==> src/hw/rtl/ldo_trim_pkg.sv <==
`timescale 1ns / 1ps

package ldo_trim_pkg;

    localparam int SAMPLE_W = 12;
    localparam int LEVEL_W  = 13;
    localparam int CODE_W   = 3;
    localparam int CFG_IDX_W = 2;

    localparam logic [LEVEL_W-1:0] TARGET_RESET   = 13'd5405;
    localparam logic [LEVEL_W-1:0] WIN_LOW_RESET  = 13'd5159;
    localparam logic [LEVEL_W-1:0] WIN_HIGH_RESET = 13'd5651;

    localparam logic [CODE_W-1:0] UP_LIMIT   = 3'd3;
    localparam logic [CODE_W-1:0] DOWN_LIMIT = 3'd4;

    typedef enum logic [CFG_IDX_W-1:0] {
        REG_TARGET   = 2'd0,
        REG_WIN_LOW  = 2'd1,
        REG_WIN_HIGH = 2'd2
    } cfg_index_t;

    typedef enum logic [1:0] {
        ACT_MEASURE = 2'd0,
        ACT_PASS    = 2'd1,
        ACT_FAIL    = 2'd2
    } action_t;

    typedef struct packed {
        logic [LEVEL_W-1:0] target_level;
        logic [LEVEL_W-1:0] window_low;
        logic [LEVEL_W-1:0] window_high;
    } trim_cfg_t;

    typedef struct packed {
        action_t            action;
        logic [CODE_W-1:0]  trim_code;
        logic [LEVEL_W-1:0] level;
        logic [LEVEL_W-1:0] deviation;
    } trim_result_t;

    function automatic logic [CODE_W-1:0] code_for(input logic up, input logic [CODE_W-1:0] count);
        logic [CODE_W-1:0] down_code;
        down_code = CODE_W'(3'd0 - count);
        return up ? count : down_code;
    endfunction

endpackage

==> src/hw/rtl/ldo_trim_cfg.sv <==
`timescale 1ns / 1ps

module ldo_trim_cfg
    import ldo_trim_pkg::*;
(
    input  logic                 clk,
    input  logic                 rst_n,
    input  logic                 cfg_we,
    input  logic [CFG_IDX_W-1:0] cfg_index,
    input  logic [LEVEL_W-1:0]   cfg_data,
    output trim_cfg_t            cfg
);

    trim_cfg_t cfg_reg;
    trim_cfg_t cfg_next;

    always_comb
    begin
        cfg_next = cfg_reg;
        if (cfg_we)
        begin
            case (cfg_index)
                REG_TARGET:   cfg_next.target_level = cfg_data;
                REG_WIN_LOW:  cfg_next.window_low   = cfg_data;
                REG_WIN_HIGH: cfg_next.window_high  = cfg_data;
                default:      cfg_next = cfg_reg;
            endcase
        end
    end

    always_ff @(posedge clk or negedge rst_n)
    begin
        if (!rst_n)
        begin
            cfg_reg.target_level <= TARGET_RESET;
            cfg_reg.window_low   <= WIN_LOW_RESET;
            cfg_reg.window_high  <= WIN_HIGH_RESET;
        end
        else
        begin
            cfg_reg <= cfg_next;
        end
    end

    assign cfg = cfg_reg;

endmodule

==> src/hw/rtl/ldo_trim_core.sv <==
`timescale 1ns / 1ps

module ldo_trim_core
    import ldo_trim_pkg::*;
(
    input  logic                clk,
    input  logic                rst_n,
    input  logic                step,
    input  logic [SAMPLE_W-1:0] sample,
    input  trim_cfg_t           cfg,
    output trim_result_t        result
);

    logic               searching_reg, searching_next;
    logic               step_up_reg, step_up_next;
    logic [CODE_W-1:0]  count_reg, count_next;
    logic [LEVEL_W-1:0] last_dev_reg;

    logic [LEVEL_W-1:0] level;
    logic               above;
    logic               below;
    logic [LEVEL_W-1:0] dev;
    logic [CODE_W-1:0]  limit;
    logic               in_window;
    action_t            action;
    logic [CODE_W-1:0]  code;

    assign level     = {sample, 1'b0};
    assign above     = level > cfg.target_level;
    assign below     = level < cfg.target_level;
    assign dev       = above ? (level - cfg.target_level) : (cfg.target_level - level);
    assign limit     = step_up_reg ? UP_LIMIT : DOWN_LIMIT;
    assign in_window = (level > cfg.window_low) && (level < cfg.window_high);

    always_comb
    begin
        step_up_next = step_up_reg;
        count_next   = count_reg;
        action       = ACT_FAIL;
        code         = '0;
        if (!searching_reg)
        begin
            step_up_next = below;
            count_next   = 3'd1;
            action       = ACT_MEASURE;
            code         = code_for(below, 3'd1);
        end
        else if (above != step_up_reg)
        begin
            if (count_reg < limit)
            begin
                count_next = count_reg + 3'd1;
                action     = ACT_MEASURE;
                code       = code_for(step_up_reg, count_reg + 3'd1);
            end
            else if (count_reg == limit && in_window)
            begin
                action = ACT_PASS;
                code   = code_for(step_up_reg, count_reg);
            end
        end
        else if (count_reg != 3'd0 && count_reg <= limit)
        begin
            action = ACT_PASS;
            code   = code_for(step_up_reg, (dev > last_dev_reg) ? count_reg - 3'd1 : count_reg);
        end
        searching_next = (action == ACT_MEASURE);
    end

    always_ff @(posedge clk or negedge rst_n)
    begin
        if (!rst_n)
        begin
            searching_reg <= 1'b0;
            step_up_reg   <= 1'b0;
            count_reg     <= '0;
            last_dev_reg  <= '0;
        end
        else if (step)
        begin
            searching_reg <= searching_next;
            step_up_reg   <= step_up_next;
            count_reg     <= count_next;
            last_dev_reg  <= dev;
        end
    end

    assign result.action    = action;
    assign result.trim_code = code;
    assign result.level     = level;
    assign result.deviation = dev;

endmodule

==> src/hw/rtl/ldo_trim_search_unit.sv <==
`timescale 1ns / 1ps
// Channel  | Signals                                        | Dir
// sample   | sample_valid, sample_ready, adc_sample         | in
// result   | result_valid, result_ready, action, trim_code, | out
//          | level, deviation                               |
// config   | cfg_we, cfg_index, cfg_data                    | in
// One sample per cycle while the result side is not stalled; a result passes
// through the input register, then the decision logic into the result
// register, and is held there until result_ready takes it.
// Reset clears the search state and loads the default target and window.
// A stalled result holds the result register; the input register still takes
// one more beat, and sample_ready drops only when both are full.

module ldo_trim_search_unit
    import ldo_trim_pkg::*;
(
    input  logic                 clk,
    input  logic                 rst_n,
    input  logic                 sample_valid,
    output logic                 sample_ready,
    input  logic [SAMPLE_W-1:0]  adc_sample,
    output logic                 result_valid,
    input  logic                 result_ready,
    output logic [1:0]           action,
    output logic [CODE_W-1:0]    trim_code,
    output logic [LEVEL_W-1:0]   level,
    output logic [LEVEL_W-1:0]   deviation,
    input  logic                 cfg_we,
    input  logic [CFG_IDX_W-1:0] cfg_index,
    input  logic [LEVEL_W-1:0]   cfg_data
);

    trim_cfg_t     cfg;
    trim_result_t  core_result;
    trim_result_t  out_reg;
    logic          out_valid_reg;
    logic          in_valid_reg;
    logic [SAMPLE_W-1:0] in_sample_reg;
    logic          advance;
    logic          take;

    assign advance      = in_valid_reg && (!out_valid_reg || result_ready);
    assign sample_ready = !in_valid_reg || advance;
    assign take         = sample_valid && sample_ready;

    ldo_trim_cfg u_cfg (
        .clk       (clk),
        .rst_n     (rst_n),
        .cfg_we    (cfg_we),
        .cfg_index (cfg_index),
        .cfg_data  (cfg_data),
        .cfg       (cfg)
    );

    ldo_trim_core u_core (
        .clk    (clk),
        .rst_n  (rst_n),
        .step   (advance),
        .sample (in_sample_reg),
        .cfg    (cfg),
        .result (core_result)
    );

    always_ff @(posedge clk or negedge rst_n)
    begin
        if (!rst_n)
        begin
            in_valid_reg  <= 1'b0;
            out_valid_reg <= 1'b0;
        end
        else
        begin
            if (take)
                in_valid_reg <= 1'b1;
            else if (advance)
                in_valid_reg <= 1'b0;
            if (advance)
                out_valid_reg <= 1'b1;
            else if (result_ready)
                out_valid_reg <= 1'b0;
        end
    end

    always_ff @(posedge clk)
    begin
        if (take)
            in_sample_reg <= adc_sample;
        if (advance)
            out_reg <= core_result;
    end

    assign result_valid = out_valid_reg;
    assign action       = out_reg.action;
    assign trim_code    = out_reg.trim_code;
    assign level        = out_reg.level;
    assign deviation    = out_reg.deviation;

endmodule

==> config.mk <==
export PLATFORM = sky130hd
export DESIGN_NAME = ldo_trim_search_unit
export DESIGN_NICKNAME = d
export VERILOG_FILES = /design/src/hw/rtl/ldo_trim_pkg.sv /design/src/hw/rtl/ldo_trim_cfg.sv /design/src/hw/rtl/ldo_trim_core.sv /design/src/hw/rtl/ldo_trim_search_unit.sv
export SDC_FILE = /design/constraint.sdc
export NUM_CORES = 1
export LEC_CHECK = 0
export BUFFER_PORTS_ARGS = -buffer_cell sky130_fd_sc_hd__buf_2
export CAP_MARGIN = 30
export CORE_ASPECT_RATIO = 1.1
export CORE_MARGIN = 2
export CORE_UTILIZATION = 50
export DETAILED_ROUTE_END_ITERATION = 7
export GPL_ROUTABILITY_DRIVEN = 1
export GPL_TIMING_DRIVEN = 0
export PLACE_DENSITY = 0.69
export SLEW_MARGIN = 20
export SYNTH_ARGS = -nofsm -noshare
export SYNTH_HDL_FRONTEND = slang
export SYNTH_SLANG_ARGS = --single-unit
==> constraint.sdc <==
create_clock -name clk -period 5.7 [get_ports clk]
set_input_delay 0.285 -clock clk [delete_from_list [all_inputs] [get_ports clk]]
set_output_delay 0.285 -clock clk [all_outputs]
set_load 0.05 [all_outputs]
Word-level counts from Yosys, hierarchy flattened
Index checks and enable logic that the tools add are counted.

Logic and storage cells: 78. Input bits: 32. Register bits: 101. Output and inout port bits: 33.

Muxes and demuxes: 24. Add/sub/neg operators: 7. Magnitude comparators: 7. Bitwise gates (word level): 1. Reduce and logical (&&, ||, !) cells: 19. Equal/unequal tests: 6.

Operator list (count): $mux 3 (14); $gt 13x13->1 (3); $lt 13x13->1 (2); $sub 13x13->13 (2); $mux 13 (1); $mux 2 (5); $sub 1x3->3 const A (3); $reduce_and 2->1 (4); $logic_and 1x1->1 (5); $logic_not 2->1 (2); $mux 1 (4); $ne 2x2->1 const B (2); $reduce_bool 2->1 (2); $add 3x1->3 const B (1); $eq 3x3->1 (1); $le 3x3->1 (1); $lt 3x3->1 (1); $reduce_and 3->1 (1); $reduce_bool 3->1 (1); $sub 3x1->3 const B (1); $eq 2x1->1 const B (1); $eq 2x2->1 const B (1); $logic_not 1->1 (2); $logic_or 1x1->1 (2); other kinds (2) (2).

Logic depth before layout (Yosys ltp)
Depth after elaboration: 9. Mapped depth: 24. Gate-level depth less buffers: 22.

Modules after synthesis
From an unflattened synthesis, not the netlist that was laid out.

Cell total of the unflattened synthesis: 561. Area total of the unflattened synthesis: 6398.6 um2.

Modules (own cells, without submodules): ldo_trim_core (cells each 426, area each 3514.6 um2, instances 1, seq. area each 450.4 um2); ldo_trim_cfg (cells each 84, area each 1488.9 um2, instances 1, seq. area each 999.7 um2); ldo_trim_search_unit (cells each 51, area each 1395.1 um2, instances 1, seq. area each 1341.3 um2).

Worst setup path before layout
No wires, ideal clock.

Path type: flip-flop to flip-flop. From: register u_cfg.cfg_reg, in the netlist u_cfg.cfg[34]. To: register out_reg, in the netlist trim_code[2] (data pin). Data required time: 5.548 ns. Data arrival time: 4.554 ns. Stages on the path, launching flop included: 22. Slack: 0.995 ns. Buffers on the path: 1. Period minus slack after synthesis: 4.705 ns. Setup time: 0.152 ns. Cells stage by stage: dfstp_2 -> inv_1 -> ha_1 -> buf_4 -> nand4_1 -> or3_1 -> o21ai_1 -> nor2_2 -> and3_1 -> or3_4 -> xor2_1 -> ha_1 -> nand4_1 -> nor2_1 -> o31ai_1 -> a31oi_1 -> mux2i_1 -> ha_1 -> nor2_1 -> xnor2_1 -> or3_1 -> a31oi_1.

RTL lines: start: declaration (line ldo_trim_cfg.sv:14) `trim_cfg_t cfg_reg;`; start signal: assignment (line ldo_trim_cfg.sv:41) `cfg_reg <= cfg_next;`; end signal: assignment (line ldo_trim_search_unit.sv:89) `out_reg <= core_result;`; end: declaration (line ldo_trim_search_unit.sv:35) `trim_result_t out_reg;`.

==> run metrics <==
run status=finished, final reports clean; total number of vias=4512; CP max FO=10; Core Rows=42; 1st-iter DRT viols=144; top post-synthesis cells by area=edfxtp_1, dfrtp_1, ha_1, dfstp_2, mux2_2; WL/cell=16.45 um; Ports=65; Die Ht=121.1 um; ys async rst share=58.42%; Least-Margin Pin Slew=0.8673 ns; Crit-path slowest cell=dfstp_2; EDFF count, synth=42; Seq cells post-synth=101; worst path required time=5.88 ns; initial antenna violation count=0; clk sink count=101; worst rel slew slack=41.55%; leakage power=3.325 nW; total negative slack=0 ns; Post-Route WL=13430 um; gpl congestion=0.8603; Hold Crit Class=in2async; postcts setup bufs=0; Initial Util=51.56%; share of the synthesized area in the top cell type=20.24%; most frequent cell after synthesis=inv_1; max reg flops=39; drt pass-1 iters=4; worst slack at placement=0.1998 ns; top post-synthesis cells by count=inv_1, ha_1, nand2_1; worst path bufs/invs=3; Design Power=3.255 mW; synthesized net count=685; Max-cap violations=0; post-synth top area cell=edfxtp_1; CTS tree=yes; # diodes=0; crit path DAT=5.47 ns; Avg Vias per Cell=5.529; Worst-Skew Late Latency=0.35 ns; grt total ovfl=0; post-synthesis sequential area ratio=44.31%; Util after Layout=58.48%; Core Area=12090 sq um; PortBufs=63; fin nets=760; mapped cell area=6232 sq um; Crit path max-delay family=compound AO/OA/AOI/OAI gates; CP Cell Sequence=inv_1, ha_1, a21o_1, a21oi_1, nand2_1, a211oi_4, or2_1, buf_6, buf_12, o2111ai_1, o21ai_0, xnor2_1, ha_1, a21oi_1, nor2_1, a211oi_1, a31oi_2, xnor2_1, ha_1, nor2_1, xnor2_1, or3_1, a31oi_1; Routed Antenna Nets=0; Detail Placement HPWL=10290 um; Post-route DRC=0; Fin. Hold Viols=0; Peak VDD IR=0.0002802 V; largest net degree at the start of global routing=60; first-pass GRT wire length=22510 um; Power Density=460.5 nW/um^2; CTS H-tree depth=3; Mapped Cells=582; Die Wd=110.5 um; hold_buf cts=0; top_reg_cell synth=edfxtp_1; unique cell type count in the Yosys netlist=63; CP Capture Type=flip-flop; CTS Buf Count=9; Clock Path Buffers=2; delay of the slowest critical-path stage=0.54 ns; final setup vio count=0; Clk pin slew, worst setup/hold paths=0.07 ns; clock root cell=clkbuf_16; Final Skew=0.009781 ns; Avg Synthesized Cell Area=10.71 sq um; Die Area=13370 sq um; area added between synthesis and finish=13.41%; WS Path Type=reg2reg; GRT Util Overall=21.10%; Yosys warnings=0; min cycle time layout=5.289 ns; CP Launch Type=flip-flop; vias in the first global route=4633; PostCTS Resize Cnt=0; share of cells above drive strength 1=23.72%; max-slew violation count=0; setup ws final=0.4107 ns; fmax=189.1 MHz; final period utilization=92.80%
-- worst paths after layout --
path / from / to / slack [ns] / depth (start not counted)
max in group asynchronous: rst_n / u_core.last_dev_reg[7] / 5.16 / 1
min in group clk: adc_sample[1] / in_sample_reg[1] / 0.10 / 1
setup / recovery: u_cfg.cfg[36] / trim_code[2] / 0.41 / 23
hold reg to reg: u_cfg.cfg[20] / u_cfg.cfg[20] / 0.51 / 1
setup reg to reg: u_cfg.cfg[36] / trim_code[2] / 0.41 / 23
hold / removal: rst_n / u_cfg.cfg[2] / 0.02 / 1
-- report_power, final --
group / leakage, nW / total, mW / internal [mW] / switching, mW
Combinational: 2.11 / 1.60 / 0.627 / 0.970
Sequential: 1.08 / 1.07 / 0.982 / 0.0885
Clock: 0.139 / 0.587 / 0.322 / 0.265
Total: 3.33 / 3.25 / 1.93 / 1.32
-- through the flow --
step | cell area [sq um] | cells | hold slack, ns
global placement | 6740 | 799 | 0.4617
floorplan | 6232 | 582 | -0.01059
CTS | 7058 | 816 | 0.04851
finish | 7068 | 816 | 0.01676
global route | 7068 | 816 | 0.07934
detailed placement | 6771 | 800 | 0.4203
-- cell usage in the layout (no fill, tap or decap), drive strengths merged, types with 4 or more instances in the layout --
cell type,netlist,routed
buf,13,77
nor2,22,22
dfrtp,40,40
edfxtp,42,42
mux2i,12,12
nand2,43,43
o21a,6,6
a21o,18,18
xnor2,10,10
ha,69,69
xor2,6,6
and3,6,6
o211ai,5,5
dfstp,19,19
nand3b,4,4
nor3,5,5
nand2b,4,4
o21ai,29,29
o31ai,6,6
inv,75,76
o21bai,4,4
a211oi,8,8
nand4,10,10
mux2,35,35
clkbuf,7,19
a31oi,5,5
a21oi,35,35
-- final cells by class --
cell class,instances,area (sq um)
Inverter,75,281.5
Timing Repair Buffer,64,345.3
Tap cell,154,192.7
Sequential cell,101,2761
Multi-Input combinational cell,386,3075
Clock buffer,12,256.5
Buffer,20,125.1
Fill cell,1066,5019
Clock inverter,4,30.03
-- cells by family (layout without fill, tap and decap cells) --
family          Yosys count  count (layout)  synth area share (%)
other cells               1               1               0.06017
buf+inv                  95             175                 6.505
simple gates            115             115                 9.275
mux                      47              47                 8.251
fa+ha+maj                71              71                 14.50
flops                   101             101                 44.31
xor+xnor                 16              16                 2.248
compound gates          136             136                 14.86
-- metal layers --
metal / share of wire, % / global-route usage [%] / wire length, um
met5: 0 / 0 / 0
met3: 2.8 / 2.847 / 381
met2: 50 / 37.85 / 6752
met1: 45 / 26.28 / 6013
met4: 2.1 / 7.344 / 278
No activity file was read; power rests on OpenSTA's default activity.
